[src/rtl/png_unf_pkg.sv]
`timescale 1ns / 1ps
// Package: shared types, constants and the Paeth predictor for the scanline unfilter.
package png_unf_pkg;

	localparam int BYTES_PER_PIXEL   = 4;
	localparam int DEF_MAX_WIDTH     = 4096;
	localparam int MAX_HEIGHT        = 4096;
	localparam int CFG_W             = 13;
	localparam int ROW_W             = 12;
	localparam int ITEM_QUEUE_DEPTH  = 4;

	typedef enum logic [2:0] {
		FILT_NONE  = 3'd0,
		FILT_SUB   = 3'd1,
		FILT_UP    = 3'd2,
		FILT_AVG   = 3'd3,
		FILT_PAETH = 3'd4
	} filt_t;

	typedef enum logic {
		REG_WIDTH  = 1'b0,
		REG_HEIGHT = 1'b1
	} cfg_reg_t;

	// per-request control between front and back
	typedef struct packed {
		logic  is_err;
		logic  first_row;
		filt_t filter;
		logic  last_col;
		logic  last_row;
	} item_ctrl_t;

	localparam int CTRL_W = $bits(item_ctrl_t);

	function automatic logic [7:0] paeth_pick(input logic [7:0] a, input logic [7:0] b,
		input logic [7:0] c);
		logic signed [9:0] p;
		logic signed [9:0] da;
		logic signed [9:0] db;
		logic signed [9:0] dc;
		logic signed [9:0] pa;
		logic signed [9:0] pb;
		logic signed [9:0] pc;
		logic [7:0] pick;
		p  = $signed({2'b00, a}) + $signed({2'b00, b}) - $signed({2'b00, c});
		da = p - $signed({2'b00, a});
		db = p - $signed({2'b00, b});
		dc = p - $signed({2'b00, c});
		pa = (da < 0) ? -da : da;
		pb = (db < 0) ? -db : db;
		pc = (dc < 0) ? -dc : dc;
		if (pa <= pb && pa <= pc) begin
			pick = a;
		end else if (pb <= pc) begin
			pick = b;
		end else begin
			pick = c;
		end
		return pick;
	endfunction

endpackage

[src/rtl/png_unf_queue.sv]
`timescale 1ns / 1ps
// Small synchronous FIFO that decouples the front and back parts.
module png_unf_queue import png_unf_pkg::*; #(
	parameter int W     = 8,
	parameter int DEPTH = ITEM_QUEUE_DEPTH
) (
	input  logic         clk,
	input  logic         arst_n,
	input  logic         wr,
	input  logic [W-1:0] wdata,
	output logic         full,
	input  logic         rd,
	output logic [W-1:0] rdata,
	output logic         valid
);

	localparam int PTR_W = (DEPTH > 1) ? $clog2(DEPTH) : 1;
	localparam int CNT_W = $clog2(DEPTH + 1);

	logic [W-1:0]     mem_q [DEPTH];
	logic [PTR_W-1:0] wptr_q;
	logic [PTR_W-1:0] rptr_q;
	logic [CNT_W-1:0] cnt_q;

	assign full  = (cnt_q == CNT_W'(DEPTH));
	assign valid = (cnt_q != '0);
	assign rdata = mem_q[rptr_q];

	always_ff @(posedge clk) begin
		if (wr) begin
			mem_q[wptr_q] <= wdata;
		end
	end

	always_ff @(posedge clk or negedge arst_n) begin
		if (!arst_n) begin
			wptr_q <= '0;
			rptr_q <= '0;
			cnt_q  <= '0;
		end else begin
			if (wr) begin
				wptr_q <= (wptr_q == PTR_W'(DEPTH - 1)) ? '0 : wptr_q + 1'b1;
			end
			if (rd) begin
				rptr_q <= (rptr_q == PTR_W'(DEPTH - 1)) ? '0 : rptr_q + 1'b1;
			end
			case ({wr, rd})
				2'b10:   cnt_q <= cnt_q + 1'b1;
				2'b01:   cnt_q <= cnt_q - 1'b1;
				default: cnt_q <= cnt_q;
			endcase
		end
	end

	a_no_overflow: assert property (@(posedge clk) disable iff (!arst_n) !(wr && full))
		else $error("queue write while full");
	a_no_underflow: assert property (@(posedge clk) disable iff (!arst_n) !(rd && !valid))
		else $error("queue read while empty");
	a_cnt_range: assert property (@(posedge clk) disable iff (!arst_n)
		cnt_q <= CNT_W'(DEPTH))
		else $error("queue count out of range");

endmodule

[config.mk]
export PLATFORM = sky130hd
export DESIGN_NAME = png_unf_queue
export DESIGN_NICKNAME = d
export VERILOG_FILES = /design/src/rtl/png_unf_pkg.sv /design/src/rtl/png_unf_queue.sv
export SDC_FILE = /design/constraint.sdc
export NUM_CORES = 1
export LEC_CHECK = 0
export BUFFER_PORTS_ARGS = -buffer_cell sky130_fd_sc_hd__buf_4
export CAP_MARGIN = 20
export CELL_PAD_IN_SITES_DETAIL_PLACEMENT = 0
export CELL_PAD_IN_SITES_GLOBAL_PLACEMENT = 1
export CORE_UTILIZATION = 51
export DETAILED_ROUTE_END_ITERATION = 10
export GPL_TIMING_DRIVEN = 0
export PLACE_DENSITY_LB_ADDON = 0.1
export SYNTH_ARGS = -nofsm -noshare
export SYNTH_HDL_FRONTEND = slang
export SYNTH_SLANG_ARGS = --single-unit
[constraint.sdc]
create_clock -name clk -period 3.3 [get_ports clk]
set_input_delay 0.99 -clock clk [delete_from_list [all_inputs] [get_ports clk]]
set_output_delay 0.99 -clock clk [all_outputs]
set_load 0.02 [all_outputs]
==> metrics.cfg <==
[outcome]
status=complete, but fails checks
violations=design-rule violations

[placed_design]
gp_congestion=0.6233
portBuffers=21
dpl_cell_area_um2=1762
dp_slack_ns=1.050
placed_cells=129

[worst_setup_path]
endpoint_kind=primary output
worstPathRequired_ns=2.31
crit_type=flip-flop to primary output
crit_path_start_kind=flip-flop
cp.arrival_ns=1.58
cp_max_fo=10

[cts]
postCtsHoldBufs=0
htreeDepth=2
cts-root-to-sink-buffers=2
cts_tree=yes
insertion_delay_ns=0.33
cts.sinks=39
post-cts-setup-buffer-count=0
cts_root_buffer=clkbuf_4
post_cts_resized=0
clk_pin_slew_worst_paths_ns=0.11
cts_buffers=5

[worst_hold_path]
worstHoldPathType=input port to asynchronous set/reset pin

[global_route]
grt_pass1_wl_mm=3.815
antenna_found_initial=0
globalRouteOverflowTotal=0
grtUsageTotal_pct=17.00
grt_pass1_vias=768
grt_start_max_net_pins=12

[floorplan]
ios=22
core-area_um2=2829
num_rows=19
dieHeight_um=57.40
die_w_um=57.40
die_area_um2=3295
start_util_pct=55.33

[sta]
tightest_slew_ns=0.4521
hold_viol_final=0
rsz0062_at_grt=no
setup_tns_ns=0
fmax_mhz=388.4
period_share_pct=78.01
fin_skew_ns=0.01243
relSlewSlack_pct=69.86
period_needed_ns=2.574
finalMaxSlewViolations=0
final.setup.worst_slack_ns=0.7256
finalSetupViolCount=0

[final_layout]
stdcell_count=137
area_growth_pct=15.67
layout-drive-gt1-share_pct=36.79
postLayoutCellArea_um2=1810
insertedDiodeCount=0
final_nets=124

[detailed_routing]
antenna_left=0
drc_errors=3
drtPass1Iterations=7
drt_wl_total_mm=2.297
vias=762
drt_iter0_drc=16
drt-vias-per-instance=5.562
routedWlPerCell_um=16.77

[logic_synthesis]
ys_warn_count=0
netlist_area_um2=1565
synthesis.nets=96
syn_avg_cell_area_um2=20.33
ys_types=17
synth.ff_latch_count=39
netlist_instances=77
yosysSeqAreaShare_pct=72.58

[power_and_ir_drop]
p_leak_nw=0.6793
max-vdd-ir-drop_mv=0.4032
powerDensity_nw_per_um2=819.8
power_mw=1.484

[job]
cap_violations=0

## metal layers
metal	share of wire, %	GRT usage [%]	vias up
met5	0	0	-
met4	0.91	6.272	0
met3	5.4	7.710	2
met2	51	26.25	24
met1	43	21.27	383
li1	-	-	353
## flip-flops by register name (all words and copies together), names as in the netlist
name and flops:
cnt_q 3, mem_q 32, rptr_q 2, wptr_q 2
## cell usage in the layout (no fill, tap or decap)
cell type / Yosys / routed
buf_6: 1 / 1
mux2_2: 3 / 3
nand2_1: 1 / 1
inv_1: 3 / 3
o21ai_0: 2 / 2
clkbuf_4: 0 / 5
buf_4: 0 / 21
or3_1: 2 / 2
xnor2_1: 2 / 2
edfxtp_1: 32 / 32
buf_2: 1 / 1
xor2_1: 1 / 1
mux4_2: 8 / 8
fa_1: 1 / 1
and2_1: 4 / 4
nor3b_1: 1 / 1
dfrtp_1: 7 / 7
clkbuf_1: 0 / 3
ha_1: 6 / 6
nor2_1: 2 / 2
## logic make-up after synthesis
family | synth area share, %
XOR/XNOR | 1.679
adder cells (fa/ha/maj) | 6.075
AND/OR/NAND/NOR | 3.597
AO/OA/AOI/OAI | 0.6395
flip-flops | 72.58
buffers and inverters | 1.758
multiplexers | 13.67
## cell type report
type                    instances  area [um2]
multi-input cells              33       401.6
clock buffers                   8       48.80
well taps                      31       38.79
plain buffers                   2       16.27
flip-flops and latches         39        1136
inverters                       3       11.26
fillers                       220        1018
repair buffers                 21       157.7
## where the power goes
group          switching, mW  leakage, nW  internal, mW
clock network          0.138       0.0265        0.0850
logic                  0.285        0.276         0.280
registers             0.0500        0.377         0.647
## final timing paths
path	from	end	slack, ns	cells past startpoint
setup / recovery	rptr_q[0]	rdata[6]	0.73	3
hold / removal	arst_n	wptr_q[1]	0.44	1
setup reg to reg	wptr_q[1]	mem_q[1][4]	1.88	3
hold reg to reg	cnt_q[2]	cnt_q[2]	0.48	1
max in group asynchronous	arst_n	rptr_q[0]	2.73	1
min in group clk	cnt_q[2]	cnt_q[2]	0.48	1
## critical path: stages, from the launching register on
cell and delay, ns:
dfrtp_1 0.38, buf_6 0.18, mux4_2 0.52, buf_4 0.17
## cell usage after synthesis (all sizes together)
cell | number | share of area, %
xnor2 | 2 | 1.1
or3 | 2 | 0.80
fa | 1 | 1.3
nor3b | 1 | 0.48
and2 | 4 | 1.6
buf | 2 | 1.0
mux2 | 3 | 2.2
ha | 6 | 4.8
nor2 | 2 | 0.48
inv | 3 | 0.72
mux4 | 8 | 12
xor2 | 1 | 0.56
o21ai | 2 | 0.64
nand2 | 1 | 0.24
edfxtp | 32 | 61
dfrtp | 7 | 11
## per-stage QoR
| stage | utilization, % | hold slack (ns) |
|---|---|---|
| floorplan | - | 0.4487 |
| global placement | 62.27 | 0.4615 |
| detailed placement | 62.27 | 0.4778 |
| CTS | 64.00 | 0.4309 |
| global route | 64.00 | 0.4168 |
| finish | 64.00 | 0.4437 |
(Power assumes the default switching activity.)
