## src/rtl/png_unf_pkg.sv

```systemverilog
`timescale 1ns / 1ps
// Package: shared types, constants and the Paeth predictor for the scanline unfilter.
package png_unf_pkg;

	localparam int BYTES_PER_PIXEL   = 4;
	localparam int DEF_MAX_WIDTH     = 4096;
	localparam int MAX_HEIGHT        = 4096;
	localparam int CFG_W             = 13;
	localparam int ROW_W             = 12;
	localparam int ITEM_QUEUE_DEPTH  = 4;

	typedef enum logic [2:0] {
		FILT_NONE  = 3'd0,
		FILT_SUB   = 3'd1,
		FILT_UP    = 3'd2,
		FILT_AVG   = 3'd3,
		FILT_PAETH = 3'd4
	} filt_t;

	typedef enum logic {
		REG_WIDTH  = 1'b0,
		REG_HEIGHT = 1'b1
	} cfg_reg_t;

	// per-request control between front and back
	typedef struct packed {
		logic  is_err;
		logic  first_row;
		filt_t filter;
		logic  last_col;
		logic  last_row;
	} item_ctrl_t;

	localparam int CTRL_W = $bits(item_ctrl_t);

	function automatic logic [7:0] paeth_pick(input logic [7:0] a, input logic [7:0] b,
		input logic [7:0] c);
		logic signed [9:0] p;
		logic signed [9:0] da;
		logic signed [9:0] db;
		logic signed [9:0] dc;
		logic signed [9:0] pa;
		logic signed [9:0] pb;
		logic signed [9:0] pc;
		logic [7:0] pick;
		p  = $signed({2'b00, a}) + $signed({2'b00, b}) - $signed({2'b00, c});
		da = p - $signed({2'b00, a});
		db = p - $signed({2'b00, b});
		dc = p - $signed({2'b00, c});
		pa = (da < 0) ? -da : da;
		pb = (db < 0) ? -db : db;
		pc = (dc < 0) ? -dc : dc;
		if (pa <= pb && pa <= pc) begin
			pick = a;
		end else if (pb <= pc) begin
			pick = b;
		end else begin
			pick = c;
		end
		return pick;
	endfunction

endpackage

```

## src/rtl/png_unf_front.sv

```systemverilog
`timescale 1ns / 1ps
// Front part: config registers, row/column tracking and request classification.
module png_unf_front import png_unf_pkg::*; #(
	parameter int MAX_WIDTH = DEF_MAX_WIDTH,
	parameter int COL_W     = $clog2(MAX_WIDTH * BYTES_PER_PIXEL)
) (
	input  logic             clk,
	input  logic             arst_n,
	input  logic             cfg_we,
	input  logic             cfg_index,
	input  logic [CFG_W-1:0] cfg_data,
	input  logic             push,
	output logic             full,
	input  logic [7:0]       stream_byte,
	output logic             q_wr,
	output item_ctrl_t       q_ctrl,
	output logic [COL_W-1:0] q_col,
	output logic [7:0]       q_byte,
	input  logic             q_full
);

	logic [CFG_W-1:0] width_q;
	logic [CFG_W-1:0] height_q;
	logic [COL_W-1:0] col_q;
	logic [ROW_W-1:0] row_q;
	filt_t            filt_q;
	logic             await_q;
	logic             drop_q;

	logic [13:0]      wclamp;
	logic [15:0]      row_bytes;
	logic [CFG_W-1:0] hclamp;
	logic             accept;
	logic             last_col;
	logic             last_row;
	logic             bad_type;

	assign full   = q_full;
	assign accept = push && !q_full;

	always_comb begin
		wclamp = {1'b0, width_q};
		if (width_q == '0) begin
			wclamp = 14'd1;
		end else if ({1'b0, width_q} > 14'(MAX_WIDTH)) begin
			wclamp = 14'(MAX_WIDTH);
		end
		row_bytes = {wclamp, 2'b00};
		hclamp = height_q;
		if (height_q == '0) begin
			hclamp = CFG_W'(1);
		end else if (height_q > CFG_W'(MAX_HEIGHT)) begin
			hclamp = CFG_W'(MAX_HEIGHT);
		end
		last_col = (16'(col_q) + 16'd1) >= row_bytes;
		last_row = ({1'b0, row_q} + 13'd1) >= hclamp;
		bad_type = stream_byte > {5'b0, FILT_PAETH};
	end

	always_comb begin
		q_wr             = 1'b0;
		q_ctrl.is_err    = 1'b0;
		q_ctrl.first_row = (row_q == '0);
		q_ctrl.filter    = filt_q;
		q_ctrl.last_col  = last_col;
		q_ctrl.last_row  = last_row;
		q_col            = col_q;
		q_byte           = stream_byte;
		if (accept && !drop_q) begin
			if (await_q) begin
				if (bad_type) begin
					q_wr          = 1'b1;
					q_ctrl.is_err = 1'b1;
				end
			end else begin
				q_wr = 1'b1;
			end
		end
	end

	always_ff @(posedge clk or negedge arst_n) begin
		if (!arst_n) begin
			width_q  <= CFG_W'(1);
			height_q <= CFG_W'(1);
		end else if (cfg_we) begin
			unique case (cfg_reg_t'(cfg_index))
				REG_WIDTH:  width_q  <= cfg_data;
				REG_HEIGHT: height_q <= cfg_data;
				default:    width_q  <= width_q;
			endcase
		end
	end

	always_ff @(posedge clk or negedge arst_n) begin
		if (!arst_n) begin
			col_q   <= '0;
			row_q   <= '0;
			filt_q  <= FILT_NONE;
			await_q <= 1'b1;
			drop_q  <= 1'b0;
		end else if (accept) begin
			if (await_q) begin
				await_q <= 1'b0;
				col_q   <= '0;
				if (!drop_q) begin
					if (bad_type) begin
						drop_q <= 1'b1;
					end else begin
						filt_q <= filt_t'(stream_byte[2:0]);
					end
				end
			end else if (last_col) begin
				await_q <= 1'b1;
				col_q   <= '0;
				if (last_row) begin
					row_q  <= '0;
					drop_q <= 1'b0;
				end else begin
					row_q <= row_q + 1'b1;
				end
			end else begin
				col_q <= col_q + 1'b1;
			end
		end
	end

	a_err_sets_drop: assert property (@(posedge clk) disable iff (!arst_n)
		(q_wr && q_ctrl.is_err) |=> drop_q)
		else $error("error request did not start dropping");
	a_no_push_dropping: assert property (@(posedge clk) disable iff (!arst_n)
		drop_q |-> !q_wr)
		else $error("request issued while dropping");
	a_err_only_on_filter: assert property (@(posedge clk) disable iff (!arst_n)
		(q_wr && q_ctrl.is_err) |-> await_q)
		else $error("error request on a sample byte");

endmodule

```

## config.mk

```make
export PLATFORM = sky130hd
export DESIGN_NAME = png_unf_front
export DESIGN_NICKNAME = d
export VERILOG_FILES = /design/src/rtl/png_unf_pkg.sv /design/src/rtl/png_unf_front.sv
export SDC_FILE = /design/constraint.sdc
export NUM_CORES = 1
export LEC_CHECK = 0
export ABC_AREA = 1
export ABC_CLOCK_PERIOD_IN_PS = 3700
export BUFFER_PORTS_ARGS = -buffer_cell sky130_fd_sc_hd__buf_2
export CAP_MARGIN = 20
export CORE_MARGIN = 1.5
export CORE_UTILIZATION = 30
export CTS_BUF_LIST = sky130_fd_sc_hd__clkbuf_4 sky130_fd_sc_hd__clkbuf_8
export CTS_CLUSTER_SIZE = 10
export DETAILED_ROUTE_END_ITERATION = 16
export PLACE_DENSITY = 0.51
export SYNTH_ARGS = -nofsm -noshare
export SYNTH_HDL_FRONTEND = slang
export SYNTH_SLANG_ARGS = --single-unit
```

## constraint.sdc

```tcl
create_clock -name clk -period 3.7 [get_ports clk]
set_input_delay 0 -clock clk [delete_from_list [all_inputs] [get_ports clk]]
set_output_delay 0 -clock clk [all_outputs]
set_load 0.02 [all_outputs]
```

==> reports/metrics.yaml <==
yosys:
  syn-num-nets: 598
  ys_ff_latch: 57
  ys_warn_count: 0
  synth_area_sq_mm: 0.003856
  syn_inst: 542
  ys_seq_area_share_pct: 37.09
  synth_area_per_cell_sq_um: 7.115
  yosysUniqueCellTypes: 31
timing:
  fmax_mhz: 352.4
  tns_ns: 0
  hold_slack_ns: 0.04640
  drv_slew: 0
  finalCritPeriodShare_pct: 76.70
  hold_violations: 0
  finalSetupViolCount: 0
  fin_ws_ns: 0.8621
  finalCriticalPeriod_ns: 2.838
  worst_pin_slew_ns: 0.7713
  timing.slew.headroom_pct: 48.58
  skew_ns: 0.01383
  rsz0062_at_grt: "no"
floorplanning:
  start_util_pct: 30.68
  num_rows: 41
  core_area_sq_mm: 0.01257
  io_pins: 58
  die_w_um: 116.4
  die_h_um: 116.4
  die_area_sq_mm: 0.01354
power_and_ir_drop:
  static-leakage-power_nw: 2.608
  fin_total_pwr_mw: 1.999
  irDropWorstVdd_mv: 0.1425
  powerDensity_mw_per_mm2: 430.8
global_route:
  grtUsageMet2_pct: 24.31
  grt_overflow: 0
  grt_pass1_vias: 3448
  grt_max_degree: 58
  gr-usage-all-layers_pct: 15.14
  grt_pass1_wl_mm: 16.07
  antenna_found_initial: 0
  top_usage_layer: "met2"
  met1_usage_pct: 20.10
  grt_util_met3_pct: 3.114
min_path:
  hold_path_class: "input pin to flip-flop"
finish:
  fin_area_sq_mm: 0.004641
  nets: 663
  fin_util_pct: 36.92
  insertedDiodeCount: 0
  drive_gt1_share_pct: 14.71
  areaGrowthSynthToFinish_pct: 20.34
  layout.cells.non_filler: 784
setup_path:
  worst-path-buf-inv: 3
  cp_slowest_cell: "dfrtp_1"
  cpPeakStageDelay_ns: 0.43
  critical_path_peak_fanout: 14
  worstSetupStartpointType: "flip-flop"
  crit_arrival_ns: 2.84
  crit_chain: "ha_1 -> nand2_1 -> inv_1 -> nand2_1 -> nor4_1 -> ha_1 -> nand2_1 -> inv_1 -> nand2_1 -> nand2_1 -> a21oi_1 -> nand3_2 -> buf_2"
  required_ns: 3.70
  path_class: "flip-flop to primary output"
  crit_path_end_kind: "primary output"
  critical_path.most_common_cell: "nand2_1"
  cp_top_family: "simple AND/OR/NAND/NOR gates"
clocking:
  clkTransAtPathRegs_ns: 0.06
  cts_buffers: 9
  cts_tree: "built"
  postCtsSetupRepairBufs: 0
  h-tree-depth: 3
  clockBufferDepth: 2
  insertion_delay_ns: 0.34
  cts_resized: 0
  cts_sinks: 57
  cts_root_buf: "clkbuf_8"
route:
  ant_nets: 0
  vias_per_cell: 4.436
  dr.pass1.iters: 4
  drtIter0Drc: 267
  wl_mm: 9.354
  avgRoutedWirePerCell_um: 11.93
  drc: 0
  num_vias: 3478
placed_design:
  place_ws_ns: 0.9267
  io_buffers: 57
  placed_cell_area_sq_mm: 0.004212
  gp_congestion: 0.8437
  dp_hpwl_mm: 6.852
  place_inst: 750
job:
  drv_cap: 0
status:
  outcome: "complete, no violations"
layer usage:
metal / share of wire [%] / vias up
met1: 49 / 1582
met4: 1.2 / 0
li1: - / 1794
met2: 45 / 94
met5: 0 / -
met3: 5.1 / 8
power breakdown:
group	switching, mW	internal, mW	total (mW)
Sequential	0.0772	0.695	0.772
Clock	0.268	0.474	0.741
Combinational	0.302	0.184	0.486
final cells by class:
cell class / instances / area [sq um]
fillers: 1317 / 7928
multi-input cells: 384 / 1972
flip-flops and latches: 57 / 1430
repair buffers: 76 / 473.0
inverters: 79 / 301.5
well taps: 172 / 215.2
clock buffers: 11 / 145.1
clock inverters: 5 / 103.9
cells in the final DEF, fill, tap and decap left out, drive strengths merged, types with 4 or more instances in the layout:
| cell type | instances |
|---|---|
| nor2 | 53 |
| xor2 | 12 |
| nand3 | 30 |
| inv | 77 |
| nor4 | 6 |
| dfrtp | 54 |
| ha | 29 |
| xnor2 | 6 |
| o21ai | 35 |
| clkinv | 4 |
| a21oi | 7 |
| buf | 58 |
| nand2 | 198 |
| dlygate4sd3 | 18 |
| clkbuf | 11 |
Yosys cell counts:
| library cell | instances | area share (%) |
|---|---|---|
| ha_1 | 29 | 9.4 |
| nor3_1 | 1 | 0.13 |
| nand2_2 | 2 | 0.32 |
| nor2_2 | 1 | 0.16 |
| a21oi_1 | 7 | 0.91 |
| nand3_2 | 1 | 0.26 |
| clkinv_4 | 1 | 0.23 |
| buf_4 | 12 | 2.3 |
| nor4_1 | 6 | 0.97 |
| buf_2 | 2 | 0.26 |
| a31oi_1 | 1 | 0.16 |
| nand3_1 | 29 | 3.8 |
| nand2_1 | 194 | 19 |
| clkinv_1 | 1 | 0.097 |
| inv_2 | 2 | 0.19 |
| xor2_1 | 11 | 2.5 |
| dfstp_2 | 3 | 2.0 |
| inv_1 | 75 | 7.3 |
| buf_6 | 3 | 0.88 |
| nor3b_1 | 1 | 0.19 |
| nand2_4 | 2 | 0.58 |
| o21bai_1 | 1 | 0.19 |
| o21ai_0 | 35 | 4.5 |
| xnor2_1 | 6 | 1.4 |
| nand4_1 | 3 | 0.49 |
| xor2_2 | 1 | 0.42 |
| clkbuf_1 | 5 | 0.49 |
| nor2_4 | 3 | 0.88 |
| nor2_1 | 49 | 4.8 |
| dfrtp_1 | 54 | 35 |
| and3b_1 | 1 | 0.23 |
worst min-delay path, delay by kind of cell:
kind,cells,cell delay [ns]
buffers and inverters,2,0.14
AO/OA/AOI/OAI,1,0.14
AND/OR/NAND/NOR,1,0.06
flip-flops by register name, summed over array words and instances (netlist names):
signal	count
filt_q	3
row_q	12
drop_q	1
q_col	14
width_q	13
height_q	13
await_q	1
final timing paths:
kind	from	slack, ns	cells after the start	to
hold / removal	push	0.05	4	await_q$_DFFE_PN1P_
setup reg to reg	q_col[0]$_DFFE_PN0P_	0.95	16	row_q[3]$_DFFE_PN0P_
min in group asynchronous	arst_n	0.35	3	filt_q[0]$_DFFE_PN0P_
setup / recovery	row_q[0]$_DFFE_PN0P_	0.86	13	q_ctrl[0]
hold reg to reg	filt_q[1]$_DFFE_PN0P_	0.48	2	filt_q[1]$_DFFE_PN0P_
max in group asynchronous	arst_n	2.84	3	q_col[3]$_DFFE_PN0P_
logic make-up (layout without fill, tap and decap cells):
family	Yosys count	after routing	share of synthesized area [%]
compound gates	44	44	5.808
simple gates	293	293	31.64
xor+xnor	18	18	4.283
fa+ha+maj	29	29	9.410
buf+inv	101	171	11.78
flops	57	57	37.09
repair_timing:
item                                    4_1_cts  5_1_grt
hold buffers                                 18        0
hold endpoints to repair                     84        0
endpoints found under the setup margin        0        0
No activity file was read; power rests on OpenSTA's default activity.
